==> config.mk <==
export PLATFORM = sky130hd
export DESIGN_NAME = midi_track_event_parser_unit
export DESIGN_NICKNAME = d
export VERILOG_FILES = /design/src/rtl/core/mtep_pkg.sv /design/src/rtl/core/mtep_fifo.sv /design/src/rtl/core/mtep_front.sv /design/src/rtl/core/mtep_back.sv /design/src/rtl/core/midi_track_event_parser_unit.sv
export SDC_FILE = /design/constraint.sdc
export NUM_CORES = 1
export LEC_CHECK = 0
export ABC_AREA = 1
export BUFFER_PORTS_ARGS = -buffer_cell sky130_fd_sc_hd__buf_4
export CORE_ASPECT_RATIO = 1.5
export CORE_MARGIN = 1.5
export CORE_UTILIZATION = 59
export CTS_BUF_LIST = sky130_fd_sc_hd__clkbuf_8
export DETAILED_ROUTE_END_ITERATION = 10
export PLACE_DENSITY = 0.78
export SLEW_MARGIN = 20
export SYNTH_ARGS = -nofsm -noshare
export SYNTH_HDL_FRONTEND = slang
export SYNTH_SLANG_ARGS = --single-unit
==> constraint.sdc <==
create_clock -name clk -period 5 [get_ports clk]
set_clock_uncertainty 0.1 [all_clocks]
set_input_delay 0.25 -clock clk [delete_from_list [all_inputs] [get_ports clk]]
set_output_delay 0.25 -clock clk [all_outputs]
set_load 0.02 [all_outputs]
==> src/rtl/core/mtep_pkg.sv <==
// Shared types and constants for the MIDI track event parser.
// Used by the front, queue, back and top-level modules; depends on nothing.
package mtep_pkg;

  // Request codes on the input channel.
  localparam logic [1:0] REQ_TRACK   = 2'd0;
  localparam logic [1:0] REQ_REFRESH = 2'd1;
  localparam logic [1:0] REQ_NEWTRK  = 2'd2;
  // Unused request code; the block ignores it.
  localparam logic [1:0] REQ_NONE    = 2'd3;

  // Result kinds.
  localparam logic [2:0] KIND_DELTA = 3'd0;
  localparam logic [2:0] KIND_SHORT = 3'd1;
  localparam logic [2:0] KIND_TEMPO = 3'd2;
  localparam logic [2:0] KIND_END   = 3'd3;
  localparam logic [2:0] KIND_SYSEX = 3'd4;

  // Configuration register indexes.
  localparam logic [0:0] CFG_TRANSPOSE = 1'd0;
  localparam logic [0:0] CFG_VOL_SCALE = 1'd1;

  // Byte constants of the file format.
  localparam logic [7:0] META_END    = 8'h2f;
  localparam logic [7:0] META_TEMPO  = 8'h51;
  localparam logic [7:0] ST_SYSEX    = 8'hf0;
  localparam logic [7:0] ST_META     = 8'hff;
  localparam logic [3:0] HI_NOTE_OFF = 4'h8;
  localparam logic [3:0] HI_NOTE_ON  = 4'h9;
  localparam logic [3:0] HI_CTRL     = 4'hb;
  localparam logic [3:0] HI_PROGRAM  = 4'hc;
  localparam logic [3:0] HI_PRESSURE = 4'hd;
  localparam logic [3:0] HI_SYSTEM   = 4'hf;
  localparam logic [7:0] CC_BANK     = 8'd0;
  localparam logic [7:0] CC_VOLUME   = 8'd7;
  localparam logic [7:0] CC_PAN      = 8'd10;
  localparam logic [7:0] CC_EFFECT1  = 8'd91;
  localparam logic [7:0] CC_EFFECT3  = 8'd93;
  localparam logic [6:0] VOL_MAX     = 7'd127;
  localparam logic [7:0] VOL_SCALE_RESET = 8'd128;
  localparam logic [23:0] TEMPO_RESET = 24'd1000000;

  // Parse phases of the front end.
  typedef enum logic [3:0] {
    PH_DELTA,
    PH_STATUS,
    PH_DATA1,
    PH_DATA2,
    PH_SYSEX_LEN,
    PH_SYSEX_DATA,
    PH_META_TYPE,
    PH_META_LEN,
    PH_META_DATA
  } phase_t;

  // States of the back end.
  typedef enum logic {
    BK_IDLE,
    BK_REFRESH
  } bk_state_t;

  typedef struct packed {
    logic [1:0] req_type;
    logic [7:0] track_byte;
  } in_item_t;

  typedef struct packed {
    logic [2:0]  kind;
    logic [7:0]  status;
    logic [7:0]  data1;
    logic [6:0]  data2;
    logic [27:0] value;
    logic        last;
  } out_item_t;

  // One command passed from the front to the back.
  typedef struct packed {
    logic [2:0]  kind;
    logic [7:0]  status;
    logic [7:0]  data1;
    logic [7:0]  data2;
    logic [27:0] value;
    logic        last;
    logic        scale;
    logic        refresh;
    logic        vol_we;
    logic [3:0]  vol_ch;
    logic [6:0]  vol_val;
  } cmd_t;

endpackage

==> src/rtl/core/mtep_fifo.sv <==
// Short command queue between the parser front and the result back end.
// Depends on mtep_pkg for the command type.
module mtep_fifo #(
  parameter int DEPTH = 4
) (
  input  logic           clk,
  input  logic           rst_n,
  input  logic           push,
  input  mtep_pkg::cmd_t push_data,
  input  logic           pop,
  output mtep_pkg::cmd_t head,
  output logic           empty,
  output logic           full
);

  localparam int AW = (DEPTH > 1) ? $clog2(DEPTH) : 1;
  localparam int CW = $clog2(DEPTH + 1);

  mtep_pkg::cmd_t mem [DEPTH];
  logic [AW-1:0] wr_ptr_r, rd_ptr_r;
  logic [CW-1:0] count_r;

  assign empty = (count_r == '0);
  assign full  = (count_r == CW'(DEPTH));
  assign head  = mem[rd_ptr_r];

  // Storage is written on every push transfer.
  always_ff @(posedge clk) begin
    if (push) begin
      mem[wr_ptr_r] <= push_data;
    end
  end

  // Pointers and fill count.
  always_ff @(posedge clk) begin
    if (!rst_n) begin
      wr_ptr_r <= '0;
      rd_ptr_r <= '0;
      count_r  <= '0;
    end else begin
      if (push) begin
        wr_ptr_r <= (wr_ptr_r == AW'(DEPTH - 1)) ? '0 : wr_ptr_r + 1'b1;
      end
      if (pop) begin
        rd_ptr_r <= (rd_ptr_r == AW'(DEPTH - 1)) ? '0 : rd_ptr_r + 1'b1;
      end
      if (push && !pop) begin
        count_r <= count_r + 1'b1;
      end else if (pop && !push) begin
        count_r <= count_r - 1'b1;
      end
    end
  end

  a_no_overflow: assert property (@(posedge clk) disable iff (!rst_n) push |-> !full)
    else $error("queue written while full");
  a_no_underflow: assert property (@(posedge clk) disable iff (!rst_n) pop |-> !empty)
    else $error("queue read while empty");
  a_count_range: assert property (@(posedge clk) disable iff (!rst_n)
    count_r <= CW'(DEPTH))
    else $error("queue count out of range");

endmodule

==> src/rtl/core/mtep_front.sv <==
// Parser front end: accepts track bytes and requests, runs the parse phases,
// keeps per-channel state and pushes one command per result. Uses mtep_pkg.
module mtep_front #(
  parameter int NUM_CHANNELS = 16,
  parameter int VLQ_BITS     = 28
) (
  input  logic               clk,
  input  logic               rst_n,
  input  logic               fire,
  input  mtep_pkg::in_item_t item,
  input  logic [6:0]         transpose,
  output logic               push,
  output mtep_pkg::cmd_t     cmd
);

  localparam int CH_W = (NUM_CHANNELS > 1) ? $clog2(NUM_CHANNELS) : 1;

  mtep_pkg::phase_t ph_r, ph_nxt;
  logic [7:0]          rs_r, rs_nxt;
  logic [VLQ_BITS-1:0] acc_r, acc_nxt;
  logic [VLQ_BITS-1:0] rem_r, rem_nxt;
  logic [7:0]          meta_r, meta_nxt;
  logic [7:0]          latch_r, latch_nxt;
  logic [23:0]         tempo_r, tempo_nxt;
  logic                halt_r, halt_nxt;

  logic [127:0] key_map_r [NUM_CHANNELS];
  logic [6:0]   prog_r [NUM_CHANNELS];
  logic [6:0]   bank_r [NUM_CHANNELS];
  logic [6:0]   pan_r  [NUM_CHANNELS];
  logic [6:0]   fx1_r  [NUM_CHANNELS];
  logic [6:0]   fx3_r  [NUM_CHANNELS];

  logic [7:0]          b;
  mtep_pkg::phase_t    ph_e;
  logic [VLQ_BITS-1:0] acc_e, vlq, rem_dec;
  logic                feed_en, cm, md, inr;
  logic [7:0]          cd1, cd2;
  logic [VLQ_BITS-1:0] md_rem;
  logic [23:0]         md_tempo;
  logic                key_we, key_on, prog_we, bank_we, pan_we, fx1_we, fx3_we;
  logic [6:0]          key_idx, note;
  logic [CH_W-1:0]     ch_idx;

  // Phase that a status byte leads into.
  function automatic mtep_pkg::phase_t status_phase(input logic [7:0] st);
    mtep_pkg::phase_t p;
    if (st == mtep_pkg::ST_SYSEX) begin
      p = mtep_pkg::PH_SYSEX_LEN;
    end else if (st == mtep_pkg::ST_META) begin
      p = mtep_pkg::PH_META_TYPE;
    end else if (st[7:4] == mtep_pkg::HI_SYSTEM) begin
      p = mtep_pkg::PH_DELTA;
    end else begin
      p = mtep_pkg::PH_DATA1;
    end
    return p;
  endfunction

  assign b       = item.track_byte;
  assign vlq     = VLQ_BITS'({acc_e, b[6:0]});
  assign rem_dec = rem_r - 1'b1;
  assign inr     = (32'(rs_r[3:0]) < NUM_CHANNELS);
  assign ch_idx  = CH_W'(rs_r[3:0]);
  assign note    = 7'(cd1[6:0] + transpose);

  // Parse step: next state and the command pushed for this transfer.
  always_comb begin
    ph_nxt    = ph_r;
    rs_nxt    = rs_r;
    acc_nxt   = acc_r;
    rem_nxt   = rem_r;
    meta_nxt  = meta_r;
    latch_nxt = latch_r;
    tempo_nxt = tempo_r;
    halt_nxt  = halt_r;
    push      = 1'b0;
    cmd       = '0;
    ph_e      = ph_r;
    acc_e     = acc_r;
    feed_en   = 1'b0;
    cm        = 1'b0;
    md        = 1'b0;
    cd1       = b;
    cd2       = '0;
    md_rem    = rem_r;
    md_tempo  = tempo_r;
    key_we    = 1'b0;
    key_on    = 1'b0;
    key_idx   = note;
    prog_we   = 1'b0;
    bank_we   = 1'b0;
    pan_we    = 1'b0;
    fx1_we    = 1'b0;
    fx3_we    = 1'b0;

    if (fire) begin
      case (item.req_type)
        mtep_pkg::REQ_TRACK: begin
          if (!halt_r) begin
            feed_en = 1'b1;
            // A status slot either takes a new status or falls through.
            if (ph_r == mtep_pkg::PH_STATUS) begin
              acc_e = '0;
              if (b[7]) begin
                rs_nxt  = b;
                ph_nxt  = status_phase(b);
                acc_nxt = '0;
                feed_en = 1'b0;
              end else if (!rs_r[7]) begin
                ph_e = mtep_pkg::PH_DELTA;
              end else begin
                ph_e = status_phase(rs_r);
              end
            end
          end
        end
        mtep_pkg::REQ_REFRESH: begin
          push        = 1'b1;
          cmd.refresh = 1'b1;
        end
        mtep_pkg::REQ_NEWTRK: begin
          ph_nxt    = mtep_pkg::PH_DELTA;
          rs_nxt    = '0;
          acc_nxt   = '0;
          rem_nxt   = '0;
          meta_nxt  = '0;
          latch_nxt = '0;
          halt_nxt  = 1'b0;
        end
        default: begin
        end
      endcase
    end

    // One byte in the effective phase.
    if (feed_en) begin
      case (ph_e)
        mtep_pkg::PH_DELTA: begin
          acc_nxt = vlq;
          if (!b[7]) begin
            push      = 1'b1;
            cmd.kind  = mtep_pkg::KIND_DELTA;
            cmd.value = 28'(vlq);
            acc_nxt   = '0;
            ph_nxt    = mtep_pkg::PH_STATUS;
          end
        end
        mtep_pkg::PH_DATA1: begin
          if (rs_r[7:4] == mtep_pkg::HI_PROGRAM || rs_r[7:4] == mtep_pkg::HI_PRESSURE) begin
            cm  = 1'b1;
            cd1 = b;
            cd2 = '0;
          end else begin
            latch_nxt = b;
            ph_nxt    = mtep_pkg::PH_DATA2;
          end
        end
        mtep_pkg::PH_DATA2: begin
          cm  = 1'b1;
          cd1 = latch_r;
          cd2 = b;
        end
        mtep_pkg::PH_SYSEX_LEN: begin
          acc_nxt = vlq;
          if (!b[7]) begin
            rem_nxt   = vlq;
            acc_nxt   = '0;
            push      = 1'b1;
            cmd.kind  = mtep_pkg::KIND_SYSEX;
            cmd.data1 = mtep_pkg::ST_SYSEX;
            cmd.last  = (vlq == '0);
            ph_nxt    = (vlq == '0) ? mtep_pkg::PH_DELTA : mtep_pkg::PH_SYSEX_DATA;
          end
        end
        mtep_pkg::PH_SYSEX_DATA: begin
          rem_nxt   = rem_dec;
          push      = 1'b1;
          cmd.kind  = mtep_pkg::KIND_SYSEX;
          cmd.data1 = b;
          cmd.last  = (rem_dec == '0);
          if (rem_dec == '0) begin
            ph_nxt  = mtep_pkg::PH_DELTA;
            acc_nxt = '0;
          end
        end
        mtep_pkg::PH_META_TYPE: begin
          meta_nxt = b;
          acc_nxt  = '0;
          ph_nxt   = mtep_pkg::PH_META_LEN;
        end
        mtep_pkg::PH_META_LEN: begin
          acc_nxt = vlq;
          if (!b[7]) begin
            rem_nxt = vlq;
            acc_nxt = '0;
            md      = 1'b1;
            md_rem  = vlq;
            if (meta_r == mtep_pkg::META_TEMPO) begin
              tempo_nxt = '0;
              md_tempo  = '0;
            end
          end
        end
        mtep_pkg::PH_META_DATA: begin
          if (meta_r == mtep_pkg::META_TEMPO) begin
            tempo_nxt = {tempo_r[15:0], b};
            md_tempo  = {tempo_r[15:0], b};
          end
          rem_nxt = rem_dec;
          md_rem  = rem_dec;
          md      = (rem_dec == '0);
        end
        default: begin
        end
      endcase
    end

    // Close of a meta event.
    if (md) begin
      ph_nxt  = mtep_pkg::PH_DELTA;
      acc_nxt = '0;
      if (meta_r == mtep_pkg::META_END) begin
        halt_nxt = 1'b1;
        push     = 1'b1;
        cmd.kind = mtep_pkg::KIND_END;
      end else if (meta_r == mtep_pkg::META_TEMPO && md_rem == '0) begin
        push      = 1'b1;
        cmd.kind  = mtep_pkg::KIND_TEMPO;
        cmd.value = {4'd0, md_tempo};
      end else if (md_rem != '0) begin
        ph_nxt = mtep_pkg::PH_META_DATA;
      end
    end

    // Channel message: key map, per-channel stores and the short result.
    if (cm) begin
      push       = 1'b1;
      cmd.kind   = mtep_pkg::KIND_SHORT;
      cmd.status = rs_r;
      cmd.data1  = cd1;
      cmd.data2  = {1'b0, cd2[6:0]};
      ph_nxt     = mtep_pkg::PH_DELTA;
      acc_nxt    = '0;
      if (rs_r[7:4] == mtep_pkg::HI_NOTE_ON || rs_r[7:4] == mtep_pkg::HI_NOTE_OFF) begin
        cmd.data1 = {1'b0, note};
        key_we    = inr;
        key_on    = (rs_r[7:4] == mtep_pkg::HI_NOTE_ON) && (cd2 != '0);
      end else if (rs_r[7:4] == mtep_pkg::HI_PROGRAM) begin
        prog_we = inr;
      end else if (rs_r[7:4] == mtep_pkg::HI_CTRL) begin
        if (cd1 == mtep_pkg::CC_VOLUME) begin
          cmd.data2   = cd2;
          cmd.scale   = 1'b1;
          cmd.vol_we  = inr;
          cmd.vol_ch  = rs_r[3:0];
          cmd.vol_val = cd2[6:0];
        end else begin
          bank_we = inr && (cd1 == mtep_pkg::CC_BANK);
          fx1_we  = inr && (cd1 == mtep_pkg::CC_EFFECT1);
          fx3_we  = inr && (cd1 == mtep_pkg::CC_EFFECT3);
          pan_we  = inr && (cd1 == mtep_pkg::CC_PAN);
        end
      end
    end
  end

  // Parser state registers.
  always_ff @(posedge clk) begin
    if (!rst_n) begin
      ph_r    <= mtep_pkg::PH_DELTA;
      rs_r    <= '0;
      acc_r   <= '0;
      rem_r   <= '0;
      meta_r  <= '0;
      latch_r <= '0;
      tempo_r <= mtep_pkg::TEMPO_RESET;
      halt_r  <= 1'b0;
    end else begin
      ph_r    <= ph_nxt;
      rs_r    <= rs_nxt;
      acc_r   <= acc_nxt;
      rem_r   <= rem_nxt;
      meta_r  <= meta_nxt;
      latch_r <= latch_nxt;
      tempo_r <= tempo_nxt;
      halt_r  <= halt_nxt;
    end
  end

  // Key map and per-channel settings; all cleared at reset.
  always_ff @(posedge clk) begin
    if (!rst_n) begin
      for (int i = 0; i < NUM_CHANNELS; i++) begin
        key_map_r[i] <= '0;
        prog_r[i]    <= '0;
        bank_r[i]    <= '0;
        pan_r[i]     <= '0;
        fx1_r[i]     <= '0;
        fx3_r[i]     <= '0;
      end
    end else begin
      if (key_we) begin
        key_map_r[ch_idx][key_idx] <= key_on;
      end
      if (prog_we) begin
        prog_r[ch_idx] <= cd1[6:0];
      end
      if (bank_we) begin
        bank_r[ch_idx] <= cd2[6:0];
      end
      if (pan_we) begin
        pan_r[ch_idx] <= cd2[6:0];
      end
      if (fx1_we) begin
        fx1_r[ch_idx] <= cd2[6:0];
      end
      if (fx3_we) begin
        fx3_r[ch_idx] <= cd2[6:0];
      end
    end
  end

endmodule

==> src/rtl/core/mtep_back.sv <==
// Result back end: drains the command queue, applies volume writes, scales
// volumes and expands refresh requests into one message per channel. Uses mtep_pkg.
module mtep_back #(
  parameter int NUM_CHANNELS = 16
) (
  input  logic                clk,
  input  logic                rst_n,
  input  mtep_pkg::cmd_t      head,
  input  logic                empty,
  output logic                pop,
  input  logic [7:0]          vol_scale,
  output logic                out_valid,
  input  logic                out_stall,
  output mtep_pkg::out_item_t out_data
);

  localparam int CH_W = (NUM_CHANNELS > 1) ? $clog2(NUM_CHANNELS) : 1;

  mtep_pkg::bk_state_t state_r, state_nxt;
  logic [CH_W-1:0]     ch_r;
  logic [6:0]          vol_r [NUM_CHANNELS];
  logic                out_valid_r;
  mtep_pkg::out_item_t out_data_r, out_nxt;
  logic                can_load, load, last_ch;
  logic [7:0]          scale_in;
  logic [15:0]         prod;
  logic [6:0]          scaled;

  assign can_load  = !out_valid_r || !out_stall;
  assign last_ch   = (ch_r == CH_W'(NUM_CHANNELS - 1));
  assign out_valid = out_valid_r;
  assign out_data  = out_data_r;

  // Volume scaling by volume_scale/128, clamped.
  assign scale_in = (state_r == mtep_pkg::BK_REFRESH) ? {1'b0, vol_r[ch_r]} : head.data2;
  assign prod     = 16'(scale_in) * 16'(vol_scale);
  assign scaled   = (prod[15:7] > 9'(mtep_pkg::VOL_MAX)) ? mtep_pkg::VOL_MAX : prod[13:7];

  // Next state.
  always_comb begin
    state_nxt = state_r;
    case (state_r)
      mtep_pkg::BK_IDLE: begin
        if (!empty && can_load && head.refresh) begin
          state_nxt = mtep_pkg::BK_REFRESH;
        end
      end
      mtep_pkg::BK_REFRESH: begin
        if (can_load && last_ch) begin
          state_nxt = mtep_pkg::BK_IDLE;
        end
      end
      default: state_nxt = mtep_pkg::BK_IDLE;
    endcase
  end

  // Outputs: queue pop, output register load and its contents.
  always_comb begin
    pop     = 1'b0;
    load    = 1'b0;
    out_nxt = '0;
    case (state_r)
      mtep_pkg::BK_IDLE: begin
        pop           = !empty && can_load;
        load          = pop && !head.refresh;
        out_nxt.kind   = head.kind;
        out_nxt.status = head.status;
        out_nxt.data1  = head.data1;
        out_nxt.data2  = head.scale ? scaled : head.data2[6:0];
        out_nxt.value  = head.value;
        out_nxt.last   = head.last;
      end
      mtep_pkg::BK_REFRESH: begin
        load           = can_load;
        out_nxt.kind   = mtep_pkg::KIND_SHORT;
        out_nxt.status = {mtep_pkg::HI_CTRL, 4'(ch_r)};
        out_nxt.data1  = mtep_pkg::CC_VOLUME;
        out_nxt.data2  = scaled;
        out_nxt.last   = last_ch;
      end
      default: begin
      end
    endcase
  end

  always_ff @(posedge clk) begin
    if (load) begin
      out_data_r <= out_nxt;
    end
  end

  // Control registers and the channel volume store.
  always_ff @(posedge clk) begin
    if (!rst_n) begin
      state_r     <= mtep_pkg::BK_IDLE;
      ch_r        <= '0;
      out_valid_r <= 1'b0;
      for (int i = 0; i < NUM_CHANNELS; i++) begin
        vol_r[i] <= '0;
      end
    end else begin
      state_r <= state_nxt;
      if (load) begin
        out_valid_r <= 1'b1;
      end else if (!out_stall) begin
        out_valid_r <= 1'b0;
      end
      if (pop && head.refresh) begin
        ch_r <= '0;
      end else if (state_r == mtep_pkg::BK_REFRESH && can_load) begin
        ch_r <= ch_r + 1'b1;
      end
      if (pop && head.vol_we) begin
        vol_r[CH_W'(head.vol_ch)] <= head.vol_val;
      end
    end
  end

  a_pop_idle: assert property (@(posedge clk) disable iff (!rst_n)
    pop |-> state_r == mtep_pkg::BK_IDLE)
    else $error("queue popped during a refresh");
  a_ch_range: assert property (@(posedge clk) disable iff (!rst_n)
    state_r == mtep_pkg::BK_REFRESH |-> 32'(ch_r) < NUM_CHANNELS)
    else $error("refresh channel out of range");
  a_refresh_end: assert property (@(posedge clk) disable iff (!rst_n)
    (state_r == mtep_pkg::BK_REFRESH && can_load && last_ch)
      |=> (state_r == mtep_pkg::BK_IDLE && out_valid_r && out_data_r.last))
    else $error("refresh did not end on its last channel");

endmodule

==> src/rtl/core/midi_track_event_parser_unit.sv <==
// MIDI track event parser, top level: configuration registers, parser front,
// command queue and result back end. Depends on mtep_pkg and the mtep_* modules.
// Throughput: one item per cycle while the queue has room; a refresh holds the
// back end, without popping the queue, while it sends one volume message per
// channel. Path: a result is written into the command queue at the input
// transfer and then loaded into the output register when the queue is popped.
// Reset (synchronous, rst_n low) clears parse state, key map and channel values.
module midi_track_event_parser_unit #(
  parameter int NUM_CHANNELS = 16,
  parameter int VLQ_BITS     = 28,
  parameter int QUEUE_DEPTH  = 4
) (
  input  logic                clk,
  input  logic                rst_n,
  input  logic                in_valid,
  output logic                in_stall,
  input  mtep_pkg::in_item_t  in_data,
  output logic                out_valid,
  input  logic                out_stall,
  output mtep_pkg::out_item_t out_data,
  input  logic                cfg_we,
  input  logic [0:0]          cfg_idx,
  input  logic [7:0]          cfg_wdata
);

  logic [6:0]     transpose_r;
  logic [7:0]     vol_scale_r;
  logic           fire, push, pop, empty, full;
  mtep_pkg::cmd_t cmd, head;

  assign in_stall = full;
  assign fire     = in_valid && !in_stall;

  // Configuration registers.
  always_ff @(posedge clk) begin
    if (!rst_n) begin
      transpose_r <= '0;
      vol_scale_r <= mtep_pkg::VOL_SCALE_RESET;
    end else if (cfg_we) begin
      case (cfg_idx)
        mtep_pkg::CFG_TRANSPOSE: transpose_r <= cfg_wdata[6:0];
        mtep_pkg::CFG_VOL_SCALE: vol_scale_r <= cfg_wdata;
        default: begin
        end
      endcase
    end
  end

  mtep_front #(
    .NUM_CHANNELS (NUM_CHANNELS),
    .VLQ_BITS     (VLQ_BITS)
  ) u_front (
    .clk       (clk),
    .rst_n     (rst_n),
    .fire      (fire),
    .item      (in_data),
    .transpose (transpose_r),
    .push      (push),
    .cmd       (cmd)
  );

  mtep_fifo #(
    .DEPTH (QUEUE_DEPTH)
  ) u_fifo (
    .clk       (clk),
    .rst_n     (rst_n),
    .push      (push),
    .push_data (cmd),
    .pop       (pop),
    .head      (head),
    .empty     (empty),
    .full      (full)
  );

  mtep_back #(
    .NUM_CHANNELS (NUM_CHANNELS)
  ) u_back (
    .clk       (clk),
    .rst_n     (rst_n),
    .head      (head),
    .empty     (empty),
    .pop       (pop),
    .vol_scale (vol_scale_r),
    .out_valid (out_valid),
    .out_stall (out_stall),
    .out_data  (out_data)
  );

endmodule
==> metrics.txt <==
status complete, but fails checks; failing checks setup timing; Post-synth top flop edfxtp_1; Reg power frac 34.0%; Lkg Pwr 13.2 nW; number of synthesized flops with an enable pin 443; post-synth cell types 56; Nets 3377; IO Count 81; final hold violation count 0; Switching Fraction 38.3%; Worst Path Max Fanout 7; FMAX 0.186 GHz; Chip Width 182 um; post-layout util 69.3%; clock buffer depth 3; RSZ-0062 raised after global routing true; Arrival @ worst endpoint 5.74 ns; fin. max-slew vios 0; worst skew pair latency 0.73 ns; Syn Nets 3189; first-pass GRT wire length 126000 um; multi-input logic area 11200 um2; worst hold path type in2reg; cell internal pwr 10.9 mW; period utilization 107%; CTS clk-pin slew, worst paths 0.07 ns; routed wire length 82400 um; area leader, netlist edfxtp_1; Congestion Overflow GR 0; FF/Latch Area 16000 um2; Yosys reg bits 579; Switch Pwr 6.77 mW; Layout fillers 3567; Critical Path Sink Type register; port bufs 80; Final setup viols 7; Setup CP Type reg2reg; Cells after Synth 3080; htree depth 3; Synth async-reset ratio 0%; pin count of the biggest net entering global routing 58; power density over the cells 537 nW/um2; Slew @ Worst Pin 1.04 ns; Remaining DRCs 0; initial antenna violation count 2; gpl congestion 0.986; FP Rows 98; Slew HR 30.6%; drt via density 5.96; DRT iter0 DRCs 2077; CP peak stage delay 0.53 ns; Ys Warns 0; area grow syn2layout 16.2%; Total GRT Usage 33.2%; synth top area cells edfxtp_1 (47%), dfxtp_1 (9.6%), nor2_1 (8.2%); share of cells above drive strength 1 16.5%; CP Launch Type register; Starting Density 59.7%; TritonCTS Buffers 85; Req. time, crit path 5.37 ns; Final min period 5.36 ns; combinational share of power 43.1%; clock power share 23.0%; height of the die 272 um; pre-CTS setup slack -0.637 ns; die footprint 49500 um2; synthesized area per cell 9.22 um2; CTS tree built; Final HPWL DP 55900 um; DR WL/cell 20.9 um; via count 23500; setup ws final -0.365 ns; synthesized area 28400 um2; vias in the first global route 23865; sequential-to-total area share from yosys stat 56.5%; total power draw 17.7 mW; Max Cap Violations 0; Final ANT Viol Nets 0; area share of the largest cell type after synthesis 46.9%; Crit-path slowest cell fa_1; root buffer cell clkbuf_8; clk sinks 579; core area 47600 um2; First-pass DRT Iterations 8; Peak VDD IR 0.499 mV
[per-stage QoR]
stage / TNS (ns) / hold WS [ns] / instances / cell area [um2]
final: -2.12 / 0.0597 / 3941 / 33000
after global routing: -3.72 / 0.0407 / 3941 / 33000
after CTS: -1.89 / 0.0142 / 3936 / 32800
after detailed placement: -4.31 / 0.359 / 3742 / 30300
after global placement: -4.13 / 0.354 / 3742 / 30300
after floorplan: 0 / 0.285 / 3080 / 28500
[logic make-up after synthesis]
group | Yosys count | share of synthesized area (%)
AND/OR/NAND/NOR | 1399 | 20.6
buffers and inverters | 392 | 5.42
AO/OA/AOI/OAI | 608 | 12.2
adder cells (fa/ha/maj) | 85 | 4.73
XOR/XNOR | 17 | 0.525
flip-flops | 579 | 56.5
[sequential cells by signal, indices dropped and copies added, names as in the netlist, 4 cells and up, named ones only]
name / cells
u_front.tempo_r: 24
u_front.rem_r: 28
u_fifo.mem: 276
u_back.out_data: 55
u_front.ph_r: 4
u_front.rs_r: 8
u_front.acc_r: 21
vol_scale_r: 8
u_back.ch_r: 4
transpose_r: 7
u_front.meta_r: 8
u_back.vol_r: 112
u_front.latch_r: 8
[timing repair]
action                                  CTS  global route
hold buffers                             31             0
buffers inserted                          3             3
resized for setup                        73            55
hold endpoints to repair                 54             0
pin swaps                                42            29
endpoints found under the setup margin    7             7
cloned                                    3             0
[synthesized netlist by cell type (6+ instances only)]
library cell	instances
o21ai_1	13
nor3_1	19
o22ai_2	14
or2_2	6
a21oi_1	177
nor2_1	623
o221ai_1	16
nand4_1	39
o21ai_0	268
buf_2	22
nand2_1	510
ha_1	48
o22ai_1	72
nand2_2	21
a211oi_1	9
nor3_2	12
clkbuf_1	117
inv_2	22
inv_1	212
edfxtp_1	443
nor2_2	16
xor2_1	12
dfxtp_1	136
fa_1	37
buf_1	10
a32o_1	9
nand3_1	130
[layout by cell type (no fill, tap or decap), types with 8 or more instances in the layout]
master           n
nor2_1         602
nand2_1        497
edfxtp_1       443
o21ai_0        242
inv_1          221
buf_4          202
a21oi_1        171
dfxtp_1        132
nand3_1        124
clkbuf_8        92
o22ai_1         68
ha_1            43
nand4_1         39
fa_1            36
nor2_2          33
inv_2           32
nand2_2         32
o21ai_1         31
dlygate4sd3_1   31
o22ai_2         18
clkinv_2        17
nor3_1          17
clkinv_1        16
nor3_2          14
o221ai_1        14
xor2_1          12
buf_12          11
nor2_4           9
a21oi_2          9
a32o_1           9
nand3_2          8
buf_6            8
[critical path: cells and delay by family, from the launching register on]
kind	cells	cell delay (ns)
adders and majority gates	5	2.27
AOI/OAI and AO/OA	6	1.00
buffers and inverters	8	0.74
and+or+nand+nor	7	0.48
DFF	1	0.37
xor gates and xnor gates	1	0.16
[metal layers]
metal | up-vias | share of wire [%] | wire length [um] | track usage [%]
met2 | 971 | 53 | 43800 | 61.3
met3 | 279 | 5.7 | 4720 | 4.86
met4 | 0 | 6.1 | 5010 | 21.0
li1 | 10917 | - | - | -
met1 | 11333 | 35 | 28800 | 35.3
met5 | - | 0 | 0 | 0
[power groups by stage]
stage          Combinational, mW  Clock (mW)  Sequential, mW
2_1_floorplan               3.65           0            6.37
3_3_place_gp                6.63           0            6.08
3_5_place_dp                6.77           0            6.10
4_1_cts                     7.29        4.11            6.01
5_1_grt                     8.30        4.29            6.04
6_report                    7.62        4.07            6.01
[path summary, 6_finish.rpt]
kind / slack [ns] / from / depth (start not counted) / endpoint
setup / recovery: -0.36 / register / 27 / u_back.out_data[34]
hold / removal: 0.06 / rst_n / 3 / u_front.tempo_r[19]
setup reg to reg: -0.36 / register / 27 / u_back.out_data[34]
hold reg to reg: 0.37 / u_front.latch_r[3] / 2 / u_front.latch_r[3]
[layout make-up]
class	count	share of cell area (%)
Sequential cell	579	48.6
Tap cell	600	2.28
Antenna cell	2	0.0152
Multi-Input combinational cell	2109	34.1
Clock inverter	66	1.65
Clock buffer	92	3.84
Inverter	238	2.75
Timing Repair Buffer	255	6.75
Note: power is estimated with default switching activity, not from simulation.
